$ cat config.mk
export PLATFORM = sky130hd
export DESIGN_NAME = rsgc_cfg
export DESIGN_NICKNAME = d
export VERILOG_FILES = /design/src/hdl/ray_slope_ground_classifier_macros.svh /design/src/hdl/rsgc_pkg.sv /design/src/hdl/rsgc_cfg.sv
export SDC_FILE = /design/constraint.sdc
export NUM_CORES = 1
export LEC_CHECK = 0
export BUFFER_PORTS_ARGS = -buffer_cell sky130_fd_sc_hd__buf_2
export CORE_ASPECT_RATIO = 1.5
export CORE_MARGIN = 2
export CORE_UTILIZATION = 40
export DETAILED_ROUTE_END_ITERATION = 7
export HOLD_SLACK_MARGIN = 0.15
export PLACE_DENSITY_LB_ADDON = 0.05
export SLEW_MARGIN = 5
export SYNTH_ARGS = -nofsm -noshare
export SYNTH_HDL_FRONTEND = slang
export SYNTH_SLANG_ARGS = --single-unit
$ cat constraint.sdc
create_clock -name clk -period 1.9 [get_ports clk]
set_clock_uncertainty 0.2 [all_clocks]
set_input_delay 0.38 -clock clk [delete_from_list [all_inputs] [get_ports clk]]
set_output_delay 0.38 -clock clk [all_outputs]
set_load 0.01 [all_outputs]
$ cat src/hdl/ray_slope_ground_classifier_macros.svh
// ----------------------------------------------------------------------------
// Assertion macros used by the ground classifier sequencer (rsgc_ctrl)
// Same-cycle and next-cycle implications on the block clock and reset.
// ----------------------------------------------------------------------------
`ifndef RAY_SLOPE_GROUND_CLASSIFIER_MACROS_SVH
`define RAY_SLOPE_GROUND_CLASSIFIER_MACROS_SVH

// Consequent must hold in the same cycle as the antecedent.
`define RSGC_ASSERT_IMP(label, clk, rst, ante, cons, msg) \
  label: assert property (@(posedge clk) disable iff (rst) (ante) |-> (cons)) \
    else $error(msg);

// Consequent must hold in the cycle after the antecedent.
`define RSGC_ASSERT_NXT(label, clk, rst, ante, cons, msg) \
  label: assert property (@(posedge clk) disable iff (rst) (ante) |=> (cons)) \
    else $error(msg);

`endif

$ cat src/hdl/rsgc_pkg.sv
// ----------------------------------------------------------------------------
// rsgc_pkg
// Types, register codes and reset values of the ray slope ground classifier.
// ----------------------------------------------------------------------------
package rsgc_pkg;

  localparam int RADIUS_BITS_DEF = 18;
  localparam int CFG_INDEX_BITS  = 3;
  localparam int CFG_DATA_BITS   = 32;

  localparam logic [13:0] SENSOR_HEIGHT_RST = 14'd2200;
  localparam logic [9:0]  MIN_STEP_RST      = 10'd50;
  localparam logic [13:0] BIN_SPACING_RST   = 14'd200;
  localparam logic [13:0] FAR_GAP_RST       = 14'd200;
  localparam logic [17:0] LOCAL_TAN_RST     = 18'd9211;
  localparam logic [17:0] GLOBAL_TAN_RST    = 18'd5734;
  localparam logic [31:0] INV_RANGE_RST     = 32'd42949673;

  typedef enum logic [CFG_INDEX_BITS-1:0] {
    REG_SENSOR_HEIGHT = 3'd0,
    REG_MIN_STEP      = 3'd1,
    REG_BIN_SPACING   = 3'd2,
    REG_FAR_GAP       = 3'd3,
    REG_LOCAL_TAN     = 3'd4,
    REG_GLOBAL_TAN    = 3'd5,
    REG_INV_RANGE     = 3'd6
  } reg_index_t;

  typedef struct packed {
    logic [13:0] sensor_height_mm;
    logic [9:0]  min_height_step_mm;
    logic [13:0] bin_spacing_mm;
    logic [13:0] far_gap_mm;
    logic [17:0] local_slope_tan;
    logic [17:0] global_slope_tan;
    logic [31:0] inv_range_limit;
  } cfg_t;

  typedef struct packed {
    logic signed [15:0] height_mm;
    logic [17:0]        radius_mm;
    logic               ray_start;
    logic [15:0]        point_tag;
  } point_t;

  typedef struct packed {
    logic        is_ground;
    logic [15:0] tag_out;
  } result_t;

  typedef enum logic [1:0] {
    ST_IDLE,
    ST_MUL,
    ST_FIN
  } state_t;

  typedef struct packed {
    logic capture;
    logic compute;
    logic finish;
  } cmd_t;

endpackage

$ cat src/hdl/rsgc_cfg.sv
// ----------------------------------------------------------------------------
// rsgc_cfg
// Configuration register file, written one register per transfer.
// ----------------------------------------------------------------------------
module rsgc_cfg (
  input  logic                                 clk,
  input  logic                                 rst,
  input  logic                                 cfg_valid,
  output logic                                 cfg_ready,
  input  logic [rsgc_pkg::CFG_INDEX_BITS-1:0]  cfg_index,
  input  logic [rsgc_pkg::CFG_DATA_BITS-1:0]   cfg_data,
  output rsgc_pkg::cfg_t                       cfg
);
  import rsgc_pkg::*;

  assign cfg_ready = 1'b1;

  always_ff @(posedge clk) begin
    if (rst) begin
      cfg.sensor_height_mm   <= SENSOR_HEIGHT_RST;
      cfg.min_height_step_mm <= MIN_STEP_RST;
      cfg.bin_spacing_mm     <= BIN_SPACING_RST;
      cfg.far_gap_mm         <= FAR_GAP_RST;
      cfg.local_slope_tan    <= LOCAL_TAN_RST;
      cfg.global_slope_tan   <= GLOBAL_TAN_RST;
      cfg.inv_range_limit    <= INV_RANGE_RST;
    end else if (cfg_valid && cfg_ready) begin
      unique case (reg_index_t'(cfg_index))
        REG_SENSOR_HEIGHT: cfg.sensor_height_mm   <= cfg_data[13:0];
        REG_MIN_STEP:      cfg.min_height_step_mm <= cfg_data[9:0];
        REG_BIN_SPACING:   cfg.bin_spacing_mm     <= cfg_data[13:0];
        REG_FAR_GAP:       cfg.far_gap_mm         <= cfg_data[13:0];
        REG_LOCAL_TAN:     cfg.local_slope_tan    <= cfg_data[17:0];
        REG_GLOBAL_TAN:    cfg.global_slope_tan   <= cfg_data[17:0];
        REG_INV_RANGE:     cfg.inv_range_limit    <= cfg_data;
        default: ;
      endcase
    end
  end

endmodule

==> impl_metrics.tcl <==
set metrics [dict create \
    status "complete, no violations" \
    fin_tns_setup_ns 0 \
    die_w_um 93.55 \
    setup_viol 0 \
    gp_congestion 0.7696 \
    vias 3802 \
    grt_max_degree 40 \
    largest_reg_flops 120 \
    dr.max_layer_used "met4" \
    path_clk_slew_ns 0.05 \
    synth_edf_count 0 \
    layout_min_cycle_time_ns 1.487 \
    wl_met1_um 5609 \
    finalHoldViolations 0 \
    p_per_area_nw_per_um2 939.2 \
    post_cts_resize_count 0 \
    portBuffers 157 \
    syn2layout_area_growth_pct 40.42 \
    fmax_mhz 672.6 \
    drv_slew 0 \
    critPathRequiredTime_ns 1.32 \
    synth_cells 456 \
    antenna_found_initial 0 \
    yosys.area.top_type "dfxtp_1" \
    drc 0 \
    fillCellCount 1081 \
    synth_area_leaders "dfxtp_1 (50%), mux2i_1 (25%), nand2b_1 (14%), nor2_1 (5.0%), buf_2 (1.5%)" \
    setup_ws_ns 0.4133 \
    synth_cell_types 17 \
    grt_use_total_pct 19.46 \
    syn-num-nets 494 \
    n_antenna_cell 0 \
    routed_wirelength_um 12620 \
    path_class "register to output port" \
    async_flop_share_pct 0 \
    max_cap_viol_count 0 \
    dpl.cell_count 749 \
    die_y_um 138.3 \
    die_area_um2 12940 \
    holdWs_ns 0.2508 \
    start_kind "register" \
    dr.first_iter.drc_count 95 \
    critical_path_buf_inv_count 1 \
    cts_buffers 17 \
    clk_path_buf_depth 2 \
    start_util_pct 40.45 \
    seq_area_frac_synth_pct 49.93 \
    yosys_warnings 0 \
    viasPerCell 4.677 \
    avgSynthCellArea_um2 10.55 \
    cpLargestDelayFamily "flip-flops" \
    cp_max_fo 2 \
    met3WireLength_um 669 \
    ys_ff_latch 120 \
    coreArea_um2 11890 \
    hpwl_um 8820 \
    drive_above_1_share_pct 31.67 \
    post_drt_wl_per_cell_um 15.52 \
    cts-root-buf "clkbuf_16" \
    yosys_most_used_dff "dfxtp_1" \
    rsz0062_at_grt "no" \
    grt_pass1_vias 3712 \
    clkLatencyLatePin_ns 0.40 \
    stdcell_count 813 \
    syn_area_um2 4811 \
    reg.largest.list "cfg: 120 flops" \
    cts_sinks 120 \
    dr.pass1.iters 4 \
    synthTopCellsByCount "dfxtp_1 (120), mux2i_1 (120), nand2b_1 (105)" \
    worstPathArrival_ns 0.91 \
    num_io_pins 159 \
    fin_crit_sh_pct 78.25 \
    min_path_type "primary input to register" \
    worstPathCellList "buf_2" \
    cp_slowest_cell "dfxtp_1" \
    synth_top_area_share_pct 49.93 \
    final_util_pct 56.80 \
    max_stage_delay_ns 0.36 \
    cp-end-kind "output port" \
    wl_met2_um 6192 \
    cts_tree "built" \
    core.rowCount 49 \
    nets 685 \
    vdd_drop_max_mv 0.5750 \
    grt_remaining_overflow 0 \
    ant_nets 0 \
    cellLeakagePower_nw 3.237 \
    grt_pass1_wl_um 19540 \
    largest_register "cfg" \
    cts_htree_levels 4 \
    pre_cts_ws_ns 0.1541 \
]
==> worst paths after layout <==
check	start	endpoint	slack (ns)	cells after the start
worst max-delay path	cfg[51]$_SDFFE_PP1P_	cfg[51]	0.41	1
worst min register to register	cfg[45]$_SDFFE_PP0P_	cfg[45]$_SDFFE_PP0P_	0.27	2
worst max register to register	cfg[51]$_SDFFE_PP1P_	cfg[51]$_SDFFE_PP1P_	1.07	2
worst min-delay path	rst	cfg[12]$_SDFFE_PP1P_	0.25	3
==> final cells by class <==
| cell class | instances | area [um^2] | share of cell area, % |
|---|---|---|---|
| sequential | 120 | 2402 | 35.56 |
| multi-input combinational | 301 | 2247 | 33.27 |
| timing repair buffer | 207 | 1306 | 19.34 |
| clock buffer | 21 | 460.4 | 6.816 |
| tap | 153 | 191.4 | 2.834 |
| clock inverter | 11 | 147.6 | 2.186 |
==> what timing repair did <==
item,CTS,global route
buffers inserted,0,0
hold buffers,32,0
hold endpoints to repair,65,0
==> routing by layer <==
layer / GRT usage [%] / up-vias
met2: 32.53 / 107
met3: 5.722 / 10
li1: - / 1890
met1: 23.67 / 1795
met4: 6.865 / 0
met5: 0 / -
==> through the flow <==
step / total power [W] / area, um^2
after floorplan: 0.002907 / 4811
after global placement: 0.003085 / 5827
after detailed placement: 0.003093 / 5827
after CTS: 0.006410 / 6755
after global routing: 0.006573 / 6755
final: 0.006344 / 6755
==> kinds of logic (layout without fill, tap and decap cells) <==
kind of cell	Yosys count	count (layout)	share of synthesized area (%)
buf+inv	35	239	3.979
flops	120	120	49.93
mux	120	120	24.97
other cells	1	1	0.07795
simple gates	180	180	21.04
==> worst min-delay path, delay by kind of cell <==
family,cells,cell delay (ns)
buffers and inverters,1,0.22
AND/OR/NAND/NOR,1,0.12
multiplexers,1,0.07
==> power breakdown <==
part           internal (W)  switching (W)
clock network       0.00213        0.00113
logic              0.000241       0.000241
registers           0.00257      0.0000285
total               0.00495        0.00140
==> placed cells by master (no fill, tap or decap), types with 3 or more instances in the layout <==
master,synthesis,routed
nand4b_1,3,3
dlygate4sd3_1,0,32
nor2_1,64,64
bufinv_16,0,3
buf_2,14,156
mux2i_1,120,120
dfxtp_1,120,120
clkinvlp_4,0,4
buf_4,3,14
buf_12,1,5
clkbuf_16,0,17
nand2b_1,105,105
Note: power is estimated with default switching activity, not from simulation.
