$ cat config.mk
export PLATFORM = sky130hd
export DESIGN_NAME = rsgc_ctrl
export DESIGN_NICKNAME = d
export VERILOG_FILES = /design/src/hdl/rsgc_pkg.sv /design/src/hdl/rsgc_ctrl.sv
export VERILOG_INCLUDE_DIRS = /design/src /design/src/hdl
export SDC_FILE = /design/constraint.sdc
export NUM_CORES = 1
export LEC_CHECK = 0
export BUFFER_PORTS_ARGS = -buffer_cell sky130_fd_sc_hd__buf_4
export CORE_AREA = 2 2 39 41
export CTS_CLUSTER_SIZE = 16
export DETAILED_ROUTE_END_ITERATION = 6
export DIE_AREA = 0 0 41 43
export REMOVE_ABC_BUFFERS = 1
export SETUP_SLACK_MARGIN = 0.1
export SLEW_MARGIN = 20
export SYNTH_ARGS = -nofsm -noshare
export SYNTH_HDL_FRONTEND = slang
export SYNTH_SLANG_ARGS = --single-unit
$ cat constraint.sdc
create_clock -name clk -period 1.1 [get_ports clk]
set_clock_uncertainty 0.1 [all_clocks]
set_input_delay 0.11 -clock clk [delete_from_list [all_inputs] [get_ports clk]]
set_output_delay 0.11 -clock clk [all_outputs]
set_load 0.005 [all_outputs]
$ cat src/hdl/ray_slope_ground_classifier_macros.svh
// ----------------------------------------------------------------------------
// Assertion macros used by the ground classifier sequencer (rsgc_ctrl)
// Same-cycle and next-cycle implications on the block clock and reset.
// ----------------------------------------------------------------------------
`ifndef RAY_SLOPE_GROUND_CLASSIFIER_MACROS_SVH
`define RAY_SLOPE_GROUND_CLASSIFIER_MACROS_SVH

// Consequent must hold in the same cycle as the antecedent.
`define RSGC_ASSERT_IMP(label, clk, rst, ante, cons, msg) \
  label: assert property (@(posedge clk) disable iff (rst) (ante) |-> (cons)) \
    else $error(msg);

// Consequent must hold in the cycle after the antecedent.
`define RSGC_ASSERT_NXT(label, clk, rst, ante, cons, msg) \
  label: assert property (@(posedge clk) disable iff (rst) (ante) |=> (cons)) \
    else $error(msg);

`endif

$ cat src/hdl/rsgc_pkg.sv
// ----------------------------------------------------------------------------
// rsgc_pkg
// Types, register codes and reset values of the ray slope ground classifier.
// ----------------------------------------------------------------------------
package rsgc_pkg;

  localparam int RADIUS_BITS_DEF = 18;
  localparam int CFG_INDEX_BITS  = 3;
  localparam int CFG_DATA_BITS   = 32;

  localparam logic [13:0] SENSOR_HEIGHT_RST = 14'd2200;
  localparam logic [9:0]  MIN_STEP_RST      = 10'd50;
  localparam logic [13:0] BIN_SPACING_RST   = 14'd200;
  localparam logic [13:0] FAR_GAP_RST       = 14'd200;
  localparam logic [17:0] LOCAL_TAN_RST     = 18'd9211;
  localparam logic [17:0] GLOBAL_TAN_RST    = 18'd5734;
  localparam logic [31:0] INV_RANGE_RST     = 32'd42949673;

  typedef enum logic [CFG_INDEX_BITS-1:0] {
    REG_SENSOR_HEIGHT = 3'd0,
    REG_MIN_STEP      = 3'd1,
    REG_BIN_SPACING   = 3'd2,
    REG_FAR_GAP       = 3'd3,
    REG_LOCAL_TAN     = 3'd4,
    REG_GLOBAL_TAN    = 3'd5,
    REG_INV_RANGE     = 3'd6
  } reg_index_t;

  typedef struct packed {
    logic [13:0] sensor_height_mm;
    logic [9:0]  min_height_step_mm;
    logic [13:0] bin_spacing_mm;
    logic [13:0] far_gap_mm;
    logic [17:0] local_slope_tan;
    logic [17:0] global_slope_tan;
    logic [31:0] inv_range_limit;
  } cfg_t;

  typedef struct packed {
    logic signed [15:0] height_mm;
    logic [17:0]        radius_mm;
    logic               ray_start;
    logic [15:0]        point_tag;
  } point_t;

  typedef struct packed {
    logic        is_ground;
    logic [15:0] tag_out;
  } result_t;

  typedef enum logic [1:0] {
    ST_IDLE,
    ST_MUL,
    ST_FIN
  } state_t;

  typedef struct packed {
    logic capture;
    logic compute;
    logic finish;
  } cmd_t;

endpackage

$ cat src/hdl/rsgc_ctrl.sv
// ----------------------------------------------------------------------------
// rsgc_ctrl
// Sequencer: capture, product and decision steps plus the output holding slot.
// ----------------------------------------------------------------------------
`include "ray_slope_ground_classifier_macros.svh"

module rsgc_ctrl (
  input  logic           clk,
  input  logic           rst,
  input  logic           point_valid,
  output logic           point_ready,
  output logic           result_valid,
  input  logic           result_ready,
  output rsgc_pkg::cmd_t cmd
);
  import rsgc_pkg::*;

  state_t state;
  state_t state_next;
  logic   out_free;
  logic   result_valid_next;

  assign out_free = !result_valid || result_ready;

  always_ff @(posedge clk) begin
    if (rst) begin
      state        <= ST_IDLE;
      result_valid <= 1'b0;
    end else begin
      state        <= state_next;
      result_valid <= result_valid_next;
    end
  end

  always_comb begin
    state_next  = state;
    point_ready = 1'b0;
    cmd         = '0;
    unique case (state)
      ST_IDLE: begin
        point_ready = 1'b1;
        if (point_valid) begin
          cmd.capture = 1'b1;
          state_next  = ST_MUL;
        end
      end
      ST_MUL: begin
        cmd.compute = 1'b1;
        state_next  = ST_FIN;
      end
      ST_FIN: begin
        if (out_free) begin
          cmd.finish  = 1'b1;
          point_ready = 1'b1;
          if (point_valid) begin
            cmd.capture = 1'b1;
            state_next  = ST_MUL;
          end else begin
            state_next  = ST_IDLE;
          end
        end
      end
      default: state_next = ST_IDLE;
    endcase
    if (cmd.finish) begin
      result_valid_next = 1'b1;
    end else if (result_ready) begin
      result_valid_next = 1'b0;
    end else begin
      result_valid_next = result_valid;
    end
  end

  `RSGC_ASSERT_NXT(a_capture_then_mul, clk, rst, cmd.capture, state == ST_MUL, "capture not followed by product step")
  `RSGC_ASSERT_NXT(a_mul_then_fin, clk, rst, state == ST_MUL, state == ST_FIN, "product step not followed by decision")
  `RSGC_ASSERT_NXT(a_finish_shows, clk, rst, cmd.finish, result_valid, "finished result not presented")
  `RSGC_ASSERT_IMP(a_no_overwrite, clk, rst, cmd.finish, !result_valid || result_ready, "pending result overwritten")

endmodule
==> qor.yml, run 1 <==
floorplan:
  ioPinCount: 9
  core_area_sq_um: 1384
  initial_core_util_pct: 11.84
  die_w_um: 41
  rows: 14
  dieArea_sq_um: 1763
  die_y_um: 43
timing:
  slew_violations: 0
  slew_headroom_pct: 88.45
  hold_ws_ns: 0.07362
  setup_viol: 4
  period_share_pct: 112.4
  worst_slew_pin_slew_ns: 0.1728
  max_freq_mhz: 808.5
  rsz0062_at_grt: "yes"
  final-hold-violation-count: 0
  setup-tns-final_ns: -0.3343
  setup_ws_ns: -0.1369
  period_minus_slack_ns: 1.237
critical_path:
  cpPeakStageDelay_ns: 0.29
  reg2reg_depth: 4
  crit_end: "cmd[2]"
  r2r-start: "result_valid$_SDFFE_PP0P_"
  cp_cell_sequence: "and3b_1 > nor3b_2 > buf_4"
  startpoint: "state[1]$_SDFFE_PP0P_"
  critPathTopFamily: "simple AND/OR/NAND/NOR gates"
  crit_type: "reg2out"
  startpoint_type: "register"
  end_kind: "output pin"
  crit_buf_inv: 1
  cp.depth: 3
  regToRegEndpoint: "state[1]$_SDFFE_PP0P_"
  cp.required_ns: 0.89
  worst-path-max-fanout: 3
  worst_path_max_delay_cell: "dfxtp_1"
  crit_arrival_ns: 1.03
  r2r_setup_slack_ns: 0.03
placed_design:
  dp_hpwl_um: 282.1
  place_inst: 40
  numPortBuffers: 8
  place_area_sq_um: 244.0
  gp_congestion: 0.5825
synthesis:
  yosysWarnings: 0
  synthDistinctLibCells: 12
  syn_area_sq_um: 163.9
  ys_ff_latch: 3
  syn_avg_cell_area_sq_um: 10.24
  syn_inst: 16
  ys_seq_area_share_pct: 36.64
detailed_routing:
  detail_route.wl_per_cell_um: 8.149
  wirelength_um: 383
  vias_per_cell: 3.319
  drc: 0
  dr.pass1.iters: 1
  drt_iter0_markers: 0
  vias: 156
  antenna_left: 0
cells_and_area:
  layout-drive-gt1-share_pct: 74.19
  diodes: 0
  multi_input_area_sq_um: 120.1
  area_growth_pct: 113.7
  nets: 36
  fin_util_pct: 25.32
  postLayoutCellArea_sq_um: 350.3
  fin_cells: 47
  fillers: 153
  seq_area_sq_um: 62.56
power:
  p_per_area_nw_per_um2: 1070
  peakVddDrop_mv: 0.2721
  total_leakage_power_nw: 0.1817
global_routing:
  antenna_found_initial: 0
  grt_pass1_vias: 171
  grt_max_degree: 7
  grt_pass1_wl_um: 607
  grt_usage_pct: 5.617
  grt_overflow_total: 0
clock_tree:
  cts_tree: "built"
  clk_pin_slew_worst_paths_ns: 0.04
  clk_path_buf_depth: 2
  cts_htree_levels: 1
  cts_made_buffers: 3
  cts_sinks: 3
  insertion_delay_ns: 0.23
  cts_root_buf: "clkbuf_4"
job:
  max_cap_violations: 0
run_status:
  violations: "setup timing"
  status: "complete, but fails checks"
hold_path:
  hold_path.class: "in2reg"
worst min-delay path by stage:
stage | endpoint | from | slack, ns | cells after the start
finish | state[0]$_SDFFE_PP0P_ | point_valid | 0.07 | 2
detailed placement | result_valid$_SDFFE_PP0P_ | rst | 0.21 | 2
global route | state[0]$_SDFFE_PP0P_ | point_valid | 0.07 | 2
floorplan | result_valid$_SDFFE_PP0P_ | rst | 0.08 | 1
global placement | result_valid$_SDFFE_PP0P_ | rst | 0.21 | 2
CTS | state[0]$_SDFFE_PP0P_ | point_valid | 0.06 | 2
power by group:
group	internal [mW]	total (mW)	switching [mW]
Combinational	0.0464	0.0658	0.0194
Clock	0.136	0.189	0.0536
Sequential	0.115	0.120	0.00463
repair_timing:
| item | 4_1_cts | 5_1_grt |
|---|---|---|
| hold buffers | 1 | 0 |
| setup buffers | 4 | 0 |
| endpoints found under the hold margin | 2 | 0 |
| gates resized for setup | 9 | 5 |
| pin swaps | 0 | 3 |
| endpoints found under the setup margin | 4 | 8 |
placed cells by master (no fill, tap or decap):
cell            netlist  layout
buf_4                 2       7
buf_6                 0       5
clkbuf_4              0       3
nand2b_4              0       2
dfxtp_2               0       2
and2b_1               1       1
nor2b_4               0       1
and3b_1               1       1
nor2_1                1       1
nor3b_2               0       1
nor4b_2               1       1
a21oi_2               0       1
and4bb_1              1       1
o21ba_1               1       1
clkbuf_1              0       1
dlymetal6s4s_1        0       1
dfxtp_1               3       1
area by class of cell:
cell class	count	share of cell area [%]
Multi-Input combinational cell	11	34.29
Tap cell	16	5.714
Clock buffer	4	7.500
Sequential cell	3	17.86
Timing Repair Buffer	13	34.64
flip-flops by register name, indices dropped and copies added (netlist names):
register	flops
state	2
result_valid	1
routing by layer:
metal / track usage (%) / share of wire, % / vias to the layer above
li1: - / - / 83
met1: 5.449 / 38 / 69
met2: 7.500 / 53 / 4
met3: 3.141 / 8.9 / 0
met4: 6.000 / 0 / 0
met5: 0 / 0 / -
stage by stage:
step           worst slack [ns]  total power [mW]
6_report                -0.1369            0.3747
5_1_grt                 -0.1942            0.3987
4_1_cts                 -0.1608            0.3840
3_5_place_dp            0.04965            0.1664
3_3_place_gp            0.05079            0.1656
2_1_floorplan            0.1702            0.1359
synthesized netlist by cell type, drive strengths merged:
cell	count	area share, %
a21oi	1	3.1
nor4b	1	9.2
buf	2	9.2
nor3b	1	4.6
dfxtp	3	37
nand2b	2	7.6
nor2b	1	3.8
o21ba	1	6.1
and2b	1	4.6
and3b	1	5.3
nor2	1	2.3
and4bb	1	7.6
logic make-up after synthesis:
logic type	after synthesis	share of synthesized area, %
and+or+nand+nor	9	45.04
buffers and inverters	2	9.158
AOI/OAI and AO/OA	2	9.158
DFF	3	36.64
Power figures use the tool's default switching activity.
==> run 2: changes to the inputs <==
--- a/config.mk
+++ b/config.mk
@@ -8,9 +8,11 @@
 export LEC_CHECK = 0
 export BUFFER_PORTS_ARGS = -buffer_cell sky130_fd_sc_hd__buf_4
 export CORE_AREA = 2 2 39 41
+export CTS_BUF_LIST = sky130_fd_sc_hd__clkbuf_8
 export CTS_CLUSTER_SIZE = 16
 export DETAILED_ROUTE_END_ITERATION = 6
 export DIE_AREA = 0 0 41 43
+export GPL_TIMING_DRIVEN = 0
 export REMOVE_ABC_BUFFERS = 1
 export SETUP_SLACK_MARGIN = 0.1
 export SLEW_MARGIN = 20
==> qor.yml, run 2 (synthesis results as in run 1) <==
cells_and_area:
  multi_input_area_sq_um: 123.9  # was 120.1 sq um
  largest-register: "state"  # unchanged
  area_growth_pct: 148.9  # was 113.7%
  fillers: 151  # was 153
  postLayoutCellArea_sq_um: 407.9  # was 350.3 sq um
  largest_register_ffs: 2  # unchanged
  most-common-layout-cells: "10 x buf_4, 6 x buf_6, 3 x clkbuf_8, 2 x nand2b_4, 2 x dfxtp_2"  # was 7 x buf_4, 5 x buf_6, 3 x clkbuf_4, 2 x nand2b_4, 2 x dfxtp_2
  nets: 40  # was 36
  layout_commonest_cell: "buf_4"  # unchanged
  reg_top3: "state: 2 flops, result_valid: 1 flops"  # unchanged
  layout-drive-gt1-share_pct: 85.71  # was 74.19%
  diodes: 0  # unchanged
  seq_area_sq_um: 66.31  # was 62.56 sq um
timing:
  hold_ws_ns: 0.08275  # was 0.07362 ns
  slew_headroom_pct: 88.83  # was 88.45%
  period_share_pct: 112.9  # was 112.4%
  worst_slew_pin_slew_ns: 0.1671  # was 0.1728 ns
  slew_violations: 0  # unchanged
  setup_viol: 5  # was 4
  period_minus_slack_ns: 1.241  # was 1.237 ns
  max_freq_mhz: 805.5  # was 808.5 MHz
  rsz0062_at_grt: "yes"  # unchanged
  final-hold-violation-count: 0  # unchanged
  setup_ws_ns: -0.1415  # was -0.1369 ns
  setup-tns-final_ns: -0.4028  # was -0.3343 ns
global_routing:
  met3_usage_pct: 4.712  # was 3.141%
  grt.busiest_layer: "met2"  # unchanged
  met2_usage_pct: 11.88  # was 7.500%
  grt_overflow_total: 0  # unchanged
  grt_max_degree: 7  # unchanged
  antenna_found_initial: 0  # unchanged
  grt_usage_pct: 7.731  # was 5.617%
  grt_pass1_vias: 199  # was 171
  grt_pass1_wl_um: 765  # was 607 um
  grtUsageMet1_pct: 5.788  # was 5.449%
critical_path:
  worst-path-max-fanout: 3  # unchanged
  startpoint_type: "register"  # unchanged
  startpoint: "state[1]$_SDFFE_PP0P_"  # unchanged
  crit_type: "reg2out"  # unchanged
  critPathTopFamily: "simple AND/OR/NAND/NOR gates"  # unchanged
  reg2reg_depth: 4  # unchanged
  cp_cell_sequence: "and3b_2 > nor3b_2 > buf_4"  # was and3b_1 > nor3b_2 > buf_4
  cp.depth: 3  # unchanged
  crit_arrival_ns: 1.03  # about the same
  crit_end: "cmd[2]"  # unchanged
  end_kind: "output pin"  # unchanged
  cpPeakStageDelay_ns: 0.30  # was 0.29 ns
  crit_buf_inv: 1  # unchanged
  cp.required_ns: 0.89  # about the same
  r2r-start: "state[1]$_SDFFE_PP0P_"  # was result_valid$_SDFFE_PP0P_
  r2r_setup_slack_ns: -0.06  # was 0.03 ns
  regToRegEndpoint: "state[0]$_SDFFE_PP0P_"  # was state[1]$_SDFFE_PP0P_
  worst_path_max_delay_cell: "dfxtp_2"  # was dfxtp_1
clock_tree:
  cts_tree: "built"  # unchanged
  cts_made_buffers: 3  # unchanged
  clk_path_buf_depth: 2  # unchanged
  cts_htree_levels: 1  # unchanged
  insertion_delay_ns: 0.21  # was 0.23 ns
  clk_pin_slew_worst_paths_ns: 0.03  # was 0.04 ns
  cts_sinks: 3  # unchanged
  cts_root_buf: "clkbuf_8"  # was clkbuf_4
detailed_routing:
  antenna_left: 0  # unchanged
  vias_per_cell: 3.529  # was 3.319
  drt_iter0_markers: 1  # was 0
  drc: 0  # unchanged
  vias: 180  # was 156
  wirelength_um: 508  # was 383 um
  detail_route.wl_per_cell_um: 9.961  # was 8.149 um
  dr.pass1.iters: 2  # was 1
placed_design:
  numPortBuffers: 8  # unchanged
  dp_hpwl_um: 257.4  # was 282.1 um
  gp_congestion: 0.6090  # was 0.5825
  place_area_sq_um: 229.0  # was 244.0 sq um
power:
  p_per_area_nw_per_um2: 1217  # was 1070 nW/um^2
  total_leakage_power_nw: 0.2072  # was 0.1817 nW
  peakVddDrop_mv: 0.2690  # was 0.2721 mV
run_status:
  status: "complete, but fails checks"  # unchanged
  violations: "setup timing"  # unchanged
floorplan:
  ioPinCount: 9  # unchanged
  dieArea_sq_um: 1763  # unchanged
  die_y_um: 43  # unchanged
  core_area_sq_um: 1384  # unchanged
  rows: 14  # unchanged
  die_w_um: 41  # unchanged
  initial_core_util_pct: 11.84  # unchanged
hold_path:
  hold_path.class: "in2reg"  # unchanged
  hold_start: "point_valid"  # unchanged
job:
  max_cap_violations: 0  # unchanged
run 2: cell types whose count changed in the layout (fill, tap and decap cells not counted), sizes merged:
cell          delta
buf              +4
clkbuf           -1
dlygate4sd3      +1
dlymetal6s4s     -1
inv              +1
run 2: power by group:
| part | internal [mW] | switching, mW |
|---|---|---|
| Clock | 0.237 | 0.0700 |
| Sequential | 0.114 | 0.00528 |
| Combinational | 0.0485 | 0.0210 |
| Total | 0.400 | 0.0963 |
run 2: how the worst min path moves through the flow:
stage,end,slack [ns],cells past startpoint
2_1_floorplan,result_valid$_SDFFE_PP0P_,0.08,1
3_5_place_dp,result_valid$_SDFFE_PP0P_,0.20,2
6_report,state[0]$_SDFFE_PP0P_,0.08,2
3_3_place_gp,result_valid$_SDFFE_PP0P_,0.20,2
4_1_cts,state[0]$_SDFFE_PP0P_,0.08,2
5_1_grt,state[0]$_SDFFE_PP0P_,0.08,2
run 2: repair_timing:
action / in CTS / in global routing
setup buffers: 7 / 3
endpoints found under the hold margin: 2 / 0
setup endpoints to repair: 4 / 8
pin swaps: 2 / 4
hold buffers: 1 / 0
gates resized for setup: 11 / 7
run 2: final cells by class:
type                       count  share of cell area, %
clock buffer                   3                  10.12
tap                           16                  4.908
timing repair buffer          17                  37.42
clock inverter                 1                 0.9202
multi-input combinational     11                  30.37
sequential                     3                  16.26
run 2: worst register-to-register path, cell delays in order (launching register included):
cell	delay [ns]
dfxtp_2	0.30
and3b_2	0.23
buf_4	0.13
buf_4	0.12
nor4b_2	0.18
run 2: per-layer routing:
metal,up-vias,share of wire [%]
li1,92,-
met1,84,35
met2,4,60
met3,0,5.1
met4,0,0
met5,-,0
run 2: stage by stage:
step | power, mW | instances | utilization [%] | setup WS [ns]
detailed placement | 0.1621 | 38 | 16.55 | 0.03816
CTS | 0.5013 | 50 | 27.12 | -0.1496
global placement | 0.1619 | 38 | 16.55 | 0.02801
global route | 0.5250 | 51 | 29.48 | -0.1770
floorplan | 0.1359 | 14 | - | 0.1702
finish | 0.4963 | 51 | 29.48 | -0.1415
==> run 3: changes to the inputs <==
--- a/config.mk
+++ b/config.mk
@@ -13,9 +13,9 @@
 export DETAILED_ROUTE_END_ITERATION = 6
 export DIE_AREA = 0 0 41 43
 export GPL_TIMING_DRIVEN = 0
+export PLACE_DENSITY = 0.36
 export REMOVE_ABC_BUFFERS = 1
 export SETUP_SLACK_MARGIN = 0.1
-export SLEW_MARGIN = 20
 export SYNTH_ARGS = -nofsm -noshare
 export SYNTH_HDL_FRONTEND = slang
 export SYNTH_SLANG_ARGS = --single-unit
==> qor.yml, run 3 (synthesis results as in run 1) <==
timing:
  setup_viol: 4  # was 5
  rsz0062_at_grt: "yes"  # unchanged
  setup_ws_ns: -0.1325  # was -0.1415 ns
  setup-tns-final_ns: -0.3547  # was -0.4028 ns
  max_freq_mhz: 811.4  # was 805.5 MHz
  slew_violations: 0  # unchanged
  slew_headroom_pct: 88.23  # was 88.83%
  final-hold-violation-count: 0  # unchanged
  period_share_pct: 112.0  # was 112.9%
  worst_slew_pin_slew_ns: 0.1761  # was 0.1671 ns
  period_minus_slack_ns: 1.232  # was 1.241 ns
  hold_ws_ns: 0.04993  # was 0.08275 ns
critical_path:
  worst_path_max_delay_cell: "dfxtp_2"  # unchanged
  cp.depth: 3  # unchanged
  crit_arrival_ns: 1.02  # was 1.03 ns
  reg2reg_depth: 4  # unchanged
  cpPeakStageDelay_ns: 0.30  # about the same
  worst-path-max-fanout: 3  # unchanged
  startpoint_type: "register"  # unchanged
  critPathTopFamily: "simple AND/OR/NAND/NOR gates"  # unchanged
  crit_type: "reg2out"  # unchanged
  crit_buf_inv: 1  # unchanged
  cp.required_ns: 0.89  # about the same
  cp_cell_sequence: "and3b_2 > nor3b_2 > buf_4"  # unchanged
  end_kind: "output pin"  # unchanged
placed_design:
  dpl_worst_slack_ns: 0.05850  # was 0.03816 ns
  dp_hpwl_um: 266.9  # was 257.4 um
  place_area_sq_um: 229.0  # unchanged
  numPortBuffers: 8  # unchanged
  gp_congestion: 0.6422  # was 0.6090
global_routing:
  grt_usage_pct: 7.229  # was 7.731%
  grt_pass1_vias: 189  # was 199
  grt_overflow_total: 0  # unchanged
  grt_pass1_wl_um: 752  # was 765 um
  antenna_found_initial: 0  # unchanged
  grt_max_degree: 7  # unchanged
cells_and_area:
  reg_top3: "state: 2 flops, result_valid: 1 flops"  # unchanged
  largest-register: "state"  # unchanged
  layout-drive-gt1-share_pct: 84.38  # was 85.71%
  fillers: 156  # was 151
  area_growth_pct: 136.6  # was 148.9%
  postLayoutCellArea_sq_um: 387.9  # was 407.9 sq um
  most-common-layout-cells: "7 x buf_6, 6 x buf_4, 3 x clkbuf_8, 3 x dfxtp_2, 2 x nand2b_4"  # was 10 x buf_4, 6 x buf_6, 3 x clkbuf_8, 2 x nand2b_4, 2 x dfxtp_2
  nets: 37  # was 40
  layout_commonest_cell: "buf_6"  # was buf_4
  diodes: 0  # unchanged
  largest_register_ffs: 2  # unchanged
power:
  total_leakage_power_nw: 0.2008  # was 0.2072 nW
  design_power_total_uw: 493.7  # was 496.3 uW
  p_per_area_nw_per_um2: 1273  # was 1217 nW/um^2
  peakVddDrop_mv: 0.5193  # was 0.2690 mV
floorplan:
  ioPinCount: 9  # unchanged
  core_area_sq_um: 1384  # unchanged
  die_w_um: 41  # unchanged
  rows: 14  # unchanged
  die_y_um: 43  # unchanged
  initial_core_util_pct: 11.84  # unchanged
  dieArea_sq_um: 1763  # unchanged
detailed_routing:
  drt_iter0_markers: 0  # was 1
  wirelength_um: 459  # was 508 um
  antenna_left: 0  # unchanged
  vias: 170  # was 180
  drc: 0  # unchanged
  detail_route.wl_per_cell_um: 9.563  # was 9.961 um
  dr.pass1.iters: 1  # was 2
  vias_per_cell: 3.542  # was 3.529
hold_path:
  hold_path.class: "in2reg"  # unchanged
  whs_path_depth: 2  # unchanged
clock_tree:
  clk_pin_slew_worst_paths_ns: 0.03  # about the same
  insertion_delay_ns: 0.21  # about the same
  clk_path_buf_depth: 2  # unchanged
  cts_htree_levels: 1  # unchanged
  cts_sinks: 3  # unchanged
  cts_made_buffers: 3  # unchanged
  cts_root_buf: "clkbuf_8"  # unchanged
  cts_tree: "built"  # unchanged
run_status:
  violations: "setup timing"  # unchanged
  status: "complete, but fails checks"  # unchanged
job:
  max_cap_violations: 0  # unchanged
==> run 3: what timing repair did <==
action | in CTS | in global routing
setup buffers | 6 | 1
setup endpoints to repair | 4 | 8
gates cloned | 0 | 0
gates resized for setup | 8 | 11
hold buffers | 1 | 0
hold endpoints to repair | 2 | 0
pin swaps | 2 | 3
==> run 3: routing by layer <==
layer | share of wire, % | global-route usage [%] | vias up | wire length (um)
met5 | 0 | 0 | - | 0
met4 | 0 | 8.000 | 0 | 0
met3 | 6.5 | 3.141 | 0 | 30
met2 | 59 | 10.31 | 5 | 269
met1 | 35 | 6.752 | 79 | 159
li1 | - | - | 86 | -
==> run 3: final cells by class <==
class	count	area, sq um	share of cell area, %
multi-input combinational	11	122.6	31.61
clock inverter	1	3.754	0.9677
tap	16	20.02	5.161
timing repair buffer	14	136.4	35.16
clock buffer	3	41.29	10.65
sequential	3	63.81	16.45
==> run 3: worst paths after layout <==
path | from | endpoint | slack (ns)
min reg2reg | state[0]$_SDFFE_PP0P_ | state[0]$_SDFFE_PP0P_ | 0.37
max reg2reg | result_valid$_SDFFE_PP0P_ | state[1]$_SDFFE_PP0P_ | 0.01
max | state[1]$_SDFFE_PP0P_ | cmd[2] | -0.13
min | rst | state[1]$_SDFFE_PP0P_ | 0.05
==> run 3: power breakdown <==
part	total (mW)	switching [mW]	leakage [nW]	internal, mW
Combinational	0.0682	0.0202	0.148	0.0480
Clock	0.305	0.0680	0.0269	0.237
Sequential	0.120	0.00483	0.0258	0.116
Total	0.494	0.0930	0.201	0.401
==> run 3: per-stage QoR <==
step                      utilization, %  std cells
after floorplan                        -         14
after global placement             16.55         38
after detailed placement           16.55         38
after CTS                          25.86         49
after global routing               28.03         48
final                              28.03         48
